--- config.mk ---
export PLATFORM = sky130hd
export DESIGN_NAME = ordered_unique_set_table_unit
export DESIGN_NICKNAME = d
export VERILOG_FILES = /design/src/rtl/oust_pkg.sv /design/src/rtl/oust_ctrl.sv /design/src/rtl/oust_dp.sv /design/src/rtl/ordered_unique_set_table_unit.sv
export SDC_FILE = /design/constraint.sdc
export NUM_CORES = 1
export LEC_CHECK = 0
export BUFFER_PORTS_ARGS = -buffer_cell sky130_fd_sc_hd__buf_2
export CAP_MARGIN = 30
export CORE_MARGIN = 5
export CORE_UTILIZATION = 62
export CTS_CLUSTER_DIAMETER = 150
export DETAILED_ROUTE_END_ITERATION = 10
export GPL_TIMING_DRIVEN = 0
export HOLD_SLACK_MARGIN = 0.15
export PLACE_DENSITY = 0.79
export SLEW_MARGIN = 20
export SYNTH_ARGS = -nofsm -noshare
export SYNTH_HDL_FRONTEND = slang
export SYNTH_SLANG_ARGS = --single-unit
export TNS_END_PERCENT = 30
--- constraint.sdc ---
create_clock -name clk_i -period 5.3 [get_ports clk_i]
set_input_delay 0.265 -clock clk_i [delete_from_list [all_inputs] [get_ports clk_i]]
set_output_delay 0.265 -clock clk_i [all_outputs]
set_load 0.005 [all_outputs]
--- src/rtl/oust_pkg.sv ---
// Shared types and codes for the ordered unique set table.
package oust_pkg;

  typedef enum logic [1:0] {
    OP_LOOKUP = 2'd0,
    OP_ADD    = 2'd1,
    OP_REMOVE = 2'd2
  } op_e;

  typedef enum logic [1:0] {
    ST_OK     = 2'd0,
    ST_ABSENT = 2'd1,
    ST_FULL   = 2'd2
  } status_e;

  typedef enum logic [2:0] {
    S_IDLE,
    S_SCAN_CHK,
    S_SCAN_CMP,
    S_SHIFT_CHK,
    S_SHIFT_WR,
    S_FINISH
  } state_e;

  localparam int unsigned PosW = 4;
  localparam int unsigned CntOutW = 5;

  typedef struct packed {
    logic [1:0]         func;
    logic signed [31:0] value;
  } req_t;

  typedef struct packed {
    logic [1:0]         status;
    logic [PosW-1:0]    position;
    logic [CntOutW-1:0] entry_count;
  } rsp_t;

  // Commands from the controller to the datapath.
  typedef struct packed {
    logic load;
    logic rd_en;
    logic rd_next;
    logic mark_hit;
    logic idx_inc;
    logic shift_wr;
    logic finish;
  } cmd_t;

  // Status from the datapath to the controller.
  typedef struct packed {
    logic op_known;
    logic is_remove;
    logic at_end;
    logic match;
    logic last_shift;
  } sts_t;

endpackage

--- src/rtl/oust_ctrl.sv ---
// Controller state machine sequencing scan, shift-down and completion.
module oust_ctrl
  import oust_pkg::*;
(
  input  logic clk_i,
  input  logic rst_ni,
  input  logic start_i,
  input  sts_t sts_i,
  output cmd_t cmd_o,
  output logic busy_o
);

  state_e state_q, state_d;

  always_ff @(posedge clk_i or negedge rst_ni) begin
    if (!rst_ni) begin
      state_q <= S_IDLE;
    end else begin
      state_q <= state_d;
    end
  end

  always_comb begin
    state_d = state_q;
    unique case (state_q)
      S_IDLE: begin
        if (start_i) state_d = S_SCAN_CHK;
      end
      S_SCAN_CHK: begin
        state_d = (!sts_i.op_known || sts_i.at_end) ? S_FINISH : S_SCAN_CMP;
      end
      S_SCAN_CMP: begin
        if (sts_i.match) begin
          state_d = sts_i.is_remove ? S_SHIFT_CHK : S_FINISH;
        end else begin
          state_d = S_SCAN_CHK;
        end
      end
      S_SHIFT_CHK: begin
        state_d = sts_i.last_shift ? S_FINISH : S_SHIFT_WR;
      end
      S_SHIFT_WR: state_d = S_SHIFT_CHK;
      S_FINISH:   state_d = S_IDLE;
      default:    state_d = S_IDLE;
    endcase
  end

  always_comb begin
    cmd_o = '0;
    unique case (state_q)
      S_IDLE: begin
        cmd_o.load = start_i;
      end
      S_SCAN_CHK: begin
        cmd_o.rd_en = sts_i.op_known && !sts_i.at_end;
      end
      S_SCAN_CMP: begin
        cmd_o.mark_hit = sts_i.match;
        cmd_o.idx_inc  = !sts_i.match;
      end
      S_SHIFT_CHK: begin
        cmd_o.rd_en   = !sts_i.last_shift;
        cmd_o.rd_next = !sts_i.last_shift;
      end
      S_SHIFT_WR: begin
        cmd_o.shift_wr = 1'b1;
        cmd_o.idx_inc  = 1'b1;
      end
      S_FINISH: begin
        cmd_o.finish = 1'b1;
      end
      default: cmd_o = '0;
    endcase
  end

  assign busy_o = (state_q != S_IDLE);

endmodule

--- src/rtl/oust_dp.sv ---
// Datapath: entry memory, scan index, entry count and result register.
module oust_dp
  import oust_pkg::*;
#(
  parameter int unsigned CAPACITY = 16
) (
  input  logic clk_i,
  input  logic rst_ni,
  input  req_t req_i,
  input  cmd_t cmd_i,
  output sts_t sts_o,
  output logic done_o,
  output rsp_t rsp_o
);

  localparam int unsigned IdxW = (CAPACITY > 1) ? $clog2(CAPACITY) : 1;
  localparam int unsigned CntW = $clog2(CAPACITY + 1);

  logic [31:0]     mem_q [CAPACITY];
  logic [31:0]     rd_data_q;
  logic [31:0]     key_q;
  logic [1:0]      op_q;
  logic [CntW-1:0] idx_q, idx_nxt;
  logic [CntW-1:0] count_q, count_d;
  logic            hit_q;
  logic [IdxW-1:0] hit_pos_q;
  logic            done_q;
  rsp_t            rsp_q, rsp_d;

  logic            we;
  logic [IdxW-1:0] waddr, raddr;
  logic [31:0]     wdata;
  logic            add_ok;
  logic [IdxW+PosW-1:0]    hit_ext, cnt_pos_ext;
  logic [CntW+CntOutW-1:0] cnt_ext;

  assign idx_nxt = idx_q + CntW'(1);

  assign sts_o.op_known   = (op_q == OP_LOOKUP) || (op_q == OP_ADD) || (op_q == OP_REMOVE);
  assign sts_o.is_remove  = (op_q == OP_REMOVE);
  assign sts_o.at_end     = (idx_q == count_q);
  assign sts_o.match      = (rd_data_q == key_q);
  assign sts_o.last_shift = (idx_nxt >= count_q);

  assign add_ok = (op_q == OP_ADD) && !hit_q && (count_q != CntW'(CAPACITY));
  assign raddr  = cmd_i.rd_next ? idx_nxt[IdxW-1:0] : idx_q[IdxW-1:0];

  always_comb begin
    we    = 1'b0;
    waddr = idx_q[IdxW-1:0];
    wdata = rd_data_q;
    if (cmd_i.shift_wr) begin
      we = 1'b1;
    end else if (cmd_i.finish && add_ok) begin
      we    = 1'b1;
      waddr = count_q[IdxW-1:0];
      wdata = key_q;
    end
  end

  always_ff @(posedge clk_i) begin
    if (we) mem_q[waddr] <= wdata;
    if (cmd_i.rd_en) rd_data_q <= mem_q[raddr];
  end

  // Result fields wrap at their port widths when the capacity is large.
  assign hit_ext     = {{PosW{1'b0}}, hit_pos_q};
  assign cnt_pos_ext = {{PosW{1'b0}}, count_q[IdxW-1:0]};

  always_comb begin
    count_d      = count_q;
    rsp_d.status = ST_ABSENT;
    rsp_d.position = '0;
    case (op_q)
      OP_LOOKUP: begin
        if (hit_q) begin
          rsp_d.status   = ST_OK;
          rsp_d.position = hit_ext[PosW-1:0];
        end
      end
      OP_ADD: begin
        if (hit_q) begin
          rsp_d.position = hit_ext[PosW-1:0];
        end else if (!add_ok) begin
          rsp_d.status = ST_FULL;
        end else begin
          rsp_d.status   = ST_OK;
          rsp_d.position = cnt_pos_ext[PosW-1:0];
          count_d        = count_q + CntW'(1);
        end
      end
      OP_REMOVE: begin
        if (hit_q) begin
          rsp_d.status   = ST_OK;
          rsp_d.position = hit_ext[PosW-1:0];
          count_d        = count_q - CntW'(1);
        end
      end
      default: rsp_d.status = ST_ABSENT;
    endcase
    cnt_ext = {{CntOutW{1'b0}}, count_d};
    rsp_d.entry_count = cnt_ext[CntOutW-1:0];
  end

  always_ff @(posedge clk_i or negedge rst_ni) begin
    if (!rst_ni) begin
      count_q <= '0;
      hit_q   <= 1'b0;
      done_q  <= 1'b0;
    end else begin
      done_q <= cmd_i.finish;
      if (cmd_i.finish) count_q <= count_d;
      if (cmd_i.load) begin
        hit_q <= 1'b0;
      end else if (cmd_i.mark_hit) begin
        hit_q <= 1'b1;
      end
    end
  end

  always_ff @(posedge clk_i) begin
    if (cmd_i.load) begin
      key_q <= req_i.value;
      op_q  <= req_i.func;
      idx_q <= '0;
    end else if (cmd_i.idx_inc) begin
      idx_q <= idx_nxt;
    end
    if (cmd_i.mark_hit) hit_pos_q <= idx_q[IdxW-1:0];
    if (cmd_i.finish) rsp_q <= rsp_d;
  end

  assign done_o = done_q;
  assign rsp_o  = rsp_q;

endmodule

--- src/rtl/ordered_unique_set_table_unit.sv ---
// Top level of the ordered unique set table: controller plus datapath.
//
// A request (func, value) is taken at a rising edge where start is high and
// busy is low. busy then stays high until the request has finished; the block
// holds one request at a time.
// The single response (status, position, entry_count) is marked by done_o,
// high for exactly one cycle; rsp_o holds it until the next response. The
// receiver cannot hold it off.
// The scan over the entry memory, whose one read port gives registered data,
// reads and compares one entry at a time; on a remove that matches, each
// later entry is then read and written one place down.
// done_o goes high as busy falls. A new request
// may start in the cycle where done_o is high.
// Reset clears the entry count, so the table starts empty; the entry memory
// itself is not cleared, since only entries below the count are ever read.
module ordered_unique_set_table_unit
  import oust_pkg::*;
#(
  parameter int unsigned CAPACITY = 16
) (
  input  logic clk_i,
  input  logic rst_ni,
  input  logic start,
  output logic busy,
  input  req_t req_i,
  output logic done_o,
  output rsp_t rsp_o
);

  cmd_t cmd;
  sts_t sts;

  oust_ctrl u_ctrl (
    .clk_i   (clk_i),
    .rst_ni  (rst_ni),
    .start_i (start),
    .sts_i   (sts),
    .cmd_o   (cmd),
    .busy_o  (busy)
  );

  oust_dp #(
    .CAPACITY (CAPACITY)
  ) u_dp (
    .clk_i  (clk_i),
    .rst_ni (rst_ni),
    .req_i  (req_i),
    .cmd_i  (cmd),
    .sts_o  (sts),
    .done_o (done_o),
    .rsp_o  (rsp_o)
  );

  // A response only ever closes a transaction that was in progress.
  a_done_after_busy: assert property (@(posedge clk_i) disable iff (!rst_ni)
    done_o |-> $past(busy))
    else $error("response without a transaction in progress");

  // An accepted transaction keeps the block busy in the next cycle.
  a_busy_after_accept: assert property (@(posedge clk_i) disable iff (!rst_ni)
    (start && !busy) |=> busy)
    else $error("busy did not rise after accepting a transaction");

  // A full-table response never carries a position.
  a_full_pos_zero: assert property (@(posedge clk_i) disable iff (!rst_ni)
    (done_o && (rsp_o.status == ST_FULL)) |-> (rsp_o.position == '0))
    else $error("full response with nonzero position");

  // The response strobe lasts exactly one cycle.
  a_no_done_while_busy_twice: assert property (@(posedge clk_i) disable iff (!rst_ni)
    done_o |=> !done_o)
    else $error("response strobe held for more than one cycle");

endmodule

Word level (Yosys, flattened, before mapping)
Memories as Yosys holds them, arrays and structs flattened. A register that Yosys moved wholly into a read port is not among the register bits.
Cells that the tools add are included.
{"block": "op_classes", "n_reduce_logical": 17, "n_mul": 0, "n_shift": 0, "bitwise_logic": 0, "magnitude_cmp": 1, "muxes": 35, "eq_ne": 11, "addsub": 3, "div_mod_pow": 0}
{"operator": "2-to-1 mux 32 bit", "count": 2}
{"operator": "== test 32 bit", "count": 1}
{"operator": "2-to-1 mux 4 bit", "count": 5}
{"operator": "2-to-1 mux 5 bit", "count": 4}
{"operator": "case mux 3 bit (5 select lines)", "count": 1}
{"operator": "2-to-1 mux 1 bit", "count": 12}
{"operator": "2-to-1 mux 3 bit", "count": 4}
{"operator": "adder 5 x 1 -> 5 bit, second input constant", "count": 2}
{"operator": "case mux 5 bit (2 select lines)", "count": 1}
{"operator": "case mux 4 bit (2 select lines)", "count": 1}
{"operator": "== test 3 x 2 -> 1 bit, second input constant", "count": 2}
{"operator": "== test 3 bit, second input constant", "count": 2}
{"operator": "== test 5 bit", "count": 1}
{"operator": "greater-or-equal comparator 5 bit", "count": 1}
{"operator": "zero test 1 bit", "count": 5}
{"operator": "inequality test 5 bit, second input constant", "count": 1}
{"operator": "subtractor 5 x 1 -> 5 bit, second input constant", "count": 1}
{"operator": "logical AND 1 bit", "count": 4}
{"operator": "2-to-1 mux 2 bit", "count": 2}
{"operator": "case mux 1 bit (2 select lines)", "count": 2}
{"operator": "case mux 2 bit (2 select lines)", "count": 1}
{"operator": "== test 3 x 1 -> 1 bit, second input constant", "count": 1}
{"operator": "zero test 3 bit", "count": 1}
{"operator": "logical OR 1 bit", "count": 3}
{"operator": "7 further kinds", "count": 7}
{"block": "word_totals", "wordCells": 79, "output_inout_bits": 13, "regBits": 64, "ram_bits": 512, "n_memories": 1, "input_bits": 37, "latch_bits": 0, "rom_bits": 0}
{"memory": "u_dp.mem_q", "depth": 16, "word_bits": 32, "rd": 1, "rd_clocked_by_memory_dff": 1, "write_ports": 1, "line": "oust_dp.sv:19", "source": "logic [31:0] mem_q [CAPACITY];"}

Logic depth before layout (Yosys ltp)
{"block": "logic_depth", "depth_word": 8, "depth_mapped": 14, "mapped_depth_nobuf": 11}

By module
From an unflattened synthesis, not the netlist that was laid out.
{"block": "unflattened", "hier_cells": 1514, "area_unflattened_um2": 26452.9}
{"mod": "oust_dp", "area_each_um2": 26183.9, "n_inst": 1, "cells_per_inst": 1478, "seq_area_each_um2": 18082.3}
{"mod": "oust_ctrl", "area_each_um2": 269.0, "n_inst": 1, "cells_per_inst": 36, "seq_area_each_um2": 75.1}

Worst setup path after synthesis
No wires, ideal clock.
{"block": "synth_path", "path_type": "reg2reg", "from": "register u_dp.op_q[1]", "to": "memory u_dp.mem_q[7][0], enable pin", "arrival_time_ns": 3.582, "n_path_buf": 1, "t_required_ns": 4.879, "synth_period_minus_slack_ns": 4.003, "path_stages_with_launch": 9, "path_slack_ns": 1.297, "setup_time_ns": 0.421, "path_cell_list": "edfxtp_1 > inv_1 > ha_1 > clkbuf_1 > nor2b_1 > nand2_1 > nor3_1 > a32oi_1 > nor2_1"}
{"block": "synth_via", "elab_chain_cells": 8, "word_cells_on_any_way": 10, "classes_between": "eq/ne: 1; mux: 6; reduce/logical: 3"}
{"element": "start, declared", "line": "oust_dp.sv:22", "source": "logic [1:0] op_q;"}
{"element": "start signal, assigned", "line": "oust_dp.sv:124", "source": "op_q <= req_i.func;"}
{"element": "== test 2 x 1 -> 1 bit (*)", "line": "oust_dp.sv:45", "source": "assign add_ok = (op_q == OP_ADD) && !hit_q && (count_q != CntW'(CAPACITY));"}
{"element": "logical AND 1 bit (*) (2 in a row)", "line": "oust_dp.sv:45"}
{"element": "logical AND 1 bit (*)", "line": "oust_dp.sv:54", "source": "end else if (cmd_i.finish && add_ok) begin"}
{"element": "2-to-1 mux 1 bit", "line": "oust_dp.sv:54"}
{"element": "2-to-1 mux 1 bit", "line": "oust_dp.sv:52", "source": "if (cmd_i.shift_wr) begin"}
{"element": "2-to-1 mux 1 bit", "line": "oust_dp.sv:62", "source": "if (we) mem_q[waddr] <= wdata;"}
{"element": "2-to-1 mux 1 bit (implied by the code)", "line": "oust_dp.sv:62"}
{"element": "end, declared", "line": "oust_dp.sv:19"}
Every way passes the cells marked *; elsewhere a longest branch is shown, timed or not.

Worst setup path in the final report
{"block": "layout_path", "from": "register u_dp.idx_q[0]", "to": "register u_dp.rd_data_q[27] (read register of u_dp.mem_q) (data pin)"}
{"block": "layout_via", "elab_chain_cells": 5, "word_cells_on_any_way": 9, "classes_between": "add/sub: 1; order compare: 1; eq/ne: 1; mux: 3; reduce/logical: 3"}
{"element": "start, declared", "line": "oust_dp.sv:23", "source": "logic [CntW-1:0] idx_q, idx_nxt;"}
{"element": "start signal, assigned", "line": "oust_dp.sv:127", "source": "idx_q <= idx_nxt;"}
{"element": "adder 5 x 1 -> 5 bit (*)", "line": "oust_dp.sv:37", "source": "assign idx_nxt = idx_q + CntW'(1);"}
{"element": "net u_dp.idx_nxt[3]", "line": "oust_dp.sv:23"}
{"element": "greater-or-equal comparator 5 bit", "line": "oust_dp.sv:43", "source": "assign sts_o.last_shift = (idx_nxt >= count_q);"}
{"element": "zero test 1 bit", "line": "oust_ctrl.sv:62, oust_ctrl.sv:63"}
{"element": "2-to-1 mux 1 bit", "line": "oust_ctrl.sv:50", "source": "unique case (state_q)"}
{"element": "2-to-1 mux 4 bit", "line": "oust_dp.sv:46", "source": "assign raddr = cmd_i.rd_next ? idx_nxt[IdxW-1:0] : idx_q[IdxW-1:0];"}
{"element": "end, declared", "line": "oust_dp.sv:20", "source": "logic [31:0] rd_data_q;"}
Mark *: on every way through the listed nets, which the timed path passes. The rest lies on a longest branch.
A chain may end at the register's enable or synchronous reset.

==> flow_metrics.tcl <==
set metrics [dict create \
    syn_inst 1624 \
    synthArstFlopShare 0.0164 \
    regArea_um2 18200 \
    drt_pre_antenna_iters 6 \
    ys.flop_type "edfxtp_1" \
    synthToLayoutAreaGrowth_pct 14.9 \
    port-buffer-count 49 \
    pwr-share-comb 0.332 \
    io_pins 50 \
    grt_pass1_wl_mm 94.7 \
    met2_usage 0.464 \
    period_needed_ns 4.71 \
    crit_path_end_kind "flop" \
    cts-root-buf "clkbuf_16" \
    crit_family "simple AND/OR/NAND/NOR gates" \
    status "finished, final reports clean" \
    fp.dieW_um 208 \
    irDropWorstVdd_uv 327 \
    synth_compound_area_frac 0.101 \
    drtAntennaViolNets 0 \
    synth_top_family_by_area "compound AO/OA/AOI/OAI gates" \
    dp_slack_ns 0.784 \
    hold_violations 0 \
    worstSetupPathDepth 14 \
    post_dp_cell_area_um2 25800 \
    p_leak_uw 0.00967 \
    p_sw_frac 0.356 \
    final_area_um2 28000 \
    fill_cells 2364 \
    wire_per_inst_um 27.2 \
    cts_sinks 608 \
    intPower_uw 10300 \
    slew_violations 0 \
    synthTopCellsByArea "edfxtp_1, nand2_1, mux2i_1, a32oi_1, o22ai_1" \
    synthMuxAreaShare 0.0311 \
    synthXorXnorAreaFrac 0.0147 \
    seqPwrFrac 0.420 \
    cpMaxStageDelayCell "clkbuf_1" \
    critPathLaunchType "flop" \
    syn-num-nets 1674 \
    fin_worst_skew_ns 0.0100 \
    track_usage 0.290 \
    clk_path_buf_depth 3 \
    gp_congestion 0.884 \
    crit_type "reg2reg" \
    synthAdderAreaFrac 0.00667 \
    synth-seq-cells 608 \
    grt_start_max_net_pins 24 \
    yosys.area_share.simple 0.0788 \
    dp_hpwl_mm 40.6 \
    drive_gt1_frac 0.135 \
    htreeDepth 2 \
    fin_ws_ns 0.591 \
    wirelength_mm 63.8 \
    grt_pass1_vias 15300 \
    cts_tree "done" \
    core-area_um2 38700 \
    met1_usage 0.384 \
    core.rowCount 72 \
    cts-buffers-inserted 57 \
    path_cells "clkbuf_1 -> and2_1 -> nand2_1 -> xnor2_1 -> ha_1 -> or2_1 -> a211oi_4 -> nor3_1 -> nor2_1 -> buf_2 -> clkbuf_1 -> nand2_1 -> a311oi_1 -> a22o_1" \
    vias_per_cell 6.55 \
    arrival_ns 5.19 \
    rsz0062_at_grt "no" \
    crit_fanout 10 \
    design.final.nets 1839 \
    netlist_area_um2 24400 \
    path_buf_inv 3 \
    fin_crit_sh 0.888 \
    remaining_drc_errors 0 \
    slowest_delay_ns 0.63 \
    max_freq_mhz 212 \
    final_util 0.723 \
    grt-busiest-layer "met2" \
    reg2reg_depth 14 \
    drtIter0Drc 2240 \
    vias 15400 \
    syn_avg_cell_area_um2 15.0 \
    met3_usage 0.0693 \
    ys_types 67 \
    grt-ovfl-total 0 \
    antenna_found_initial 1 \
    cp.required_ns 5.78 \
    pwr-share-clk 0.248 \
    setup_viol_count_final 0 \
    whs_ns 0.363 \
    slew-limit-headroom 0.333 \
    power_density_nw_per_um2 572 \
    synth_edf_count 593 \
    finalPower_uw 16000 \
    hold_class "in2reg" \
    holdPathStages 2 \
    path_clk_slew_ns 0.06 \
    seq_area_frac_synth 0.745 \
    insertion_delay_ns 0.61 \
    switchingPower_uw 5690 \
    multiInputGateArea_um2 5800 \
    dieArea_um2 43400 \
    start_util 0.629 \
    die_height_um 208 \
    synth_top_area_cell "edfxtp_1" \
    yosysTopAreaCellShare 0.731 \
    yosys_warnings 0 \
    worst_slew_pin_slew_ns 0.995 \
    drv_cap 0 \
]
[synth_stat cells, types with 20 or more instances]
cell type,count
inv_1,26
a32oi_1,58
nor2_1,38
a22o_1,29
clkbuf_1,43
mux2i_1,70
edfxtp_1,593
xor2_1,33
nand2_1,366
a311oi_2,20
a311oi_1,36
o22ai_1,65
buf_2,41
[registers in the layout (all words and copies together) (netlist names)]
signal	count
u_dp.key_q	32
u_dp.op_q	2
u_dp.count_q	5
u_dp.hit_pos_q	4
u_dp.rd_data_q	32
u_ctrl.state_q	3
u_dp.rsp_o	11
u_dp.done_o	1
u_dp.hit_q	1
u_dp.mem_q	512
u_dp.idx_q	5
[power groups by stage]
stage	clock network, uW	logic [uW]	registers, uW
6_report	3970	5320	6720
5_1_grt	4200	5610	6740
3_3_place_gp	0	4790	6820
2_1_floorplan	0	3210	6740
3_5_place_dp	0	5110	6800
4_1_cts	3990	5180	6710
[path summary, 6_finish.rpt]
kind | startpoint | to | slack (ns)
min in group asynchronous | rst_ni | u_dp.done_o | 0.71
max in group asynchronous | rst_ni | u_dp.count_q[0] | 4.24
max reg2reg | u_dp.idx_q[0] | u_dp.rd_data_q[27] | 0.59
max | u_dp.idx_q[0] | u_dp.rd_data_q[27] | 0.59
min | req_i[10] | u_dp.key_q[10] | 0.36
min reg2reg | u_dp.idx_q[3] | u_dp.hit_pos_q[3] | 0.44
[placed cells by master, fill, tap and decap left out, types with 9 or more instances in the layout]
| master | instances |
|---|---|
| clkinv_1 | 15 |
| nor2b_1 | 10 |
| xor2_1 | 33 |
| nor4_1 | 9 |
| buf_12 | 10 |
| mux2i_1 | 70 |
| buf_2 | 91 |
| o21ai_0 | 14 |
| a311oi_1 | 36 |
| edfxtp_1 | 593 |
| dlygate4sd3_1 | 37 |
| clkinv_2 | 9 |
| clkbuf_16 | 59 |
| nor3_1 | 13 |
| nor2_4 | 17 |
| clkbuf_1 | 54 |
| a311oi_2 | 20 |
| a21oi_1 | 13 |
| a22o_1 | 29 |
| ha_1 | 13 |
| dfrtp_1 | 10 |
| nand2_1 | 366 |
| o22ai_1 | 65 |
| a32oi_1 | 58 |
| inv_1 | 25 |
| nor2_1 | 20 |
[metrics by stage]
step	setup TNS [ns]	std cells
2_1_floorplan	0	1624
3_3_place_gp	-458.98	2191
3_5_place_dp	0	2210
4_1_cts	0	2348
5_1_grt	0	2349
6_report	0	2350
[timing repair]
| item | in CTS | in global routing |
|---|---|---|
| hold buffers | 37 | 0 |
| setup endpoints to repair | 0 | 0 |
| buffers inserted | 0 | 0 |
| endpoints found under the hold margin | 47 | 0 |
| resized for setup | 0 | 0 |
[per-layer routing]
metal / wire length (um) / part of all wire
met5: 0 / 0
met1: 23300 / 0.37
met4: 2860 / 0.045
met2: 30900 / 0.48
met3: 6750 / 0.11
[final cells by class]
class	instances	area share
diodes	1	0.0000894
plain buffers	93	0.0160
clock buffers	70	0.0542
clock inverters	31	0.00970
inverters	27	0.00362
multi-input cells	896	0.207
flip-flops and latches	608	0.648
well taps	518	0.0231
repair buffers	106	0.0377
[kinds of logic (layout without fill, tap and decap cells)]
kind of cell	after synthesis	in the layout
flops	608	608
simple gates	470	470
compound gates	297	297
buf+inv	120	327
mux	75	75
xor+xnor	41	41
fa+ha+maj	13	13
other cells	0	1
Power figures use the tool's default switching activity.
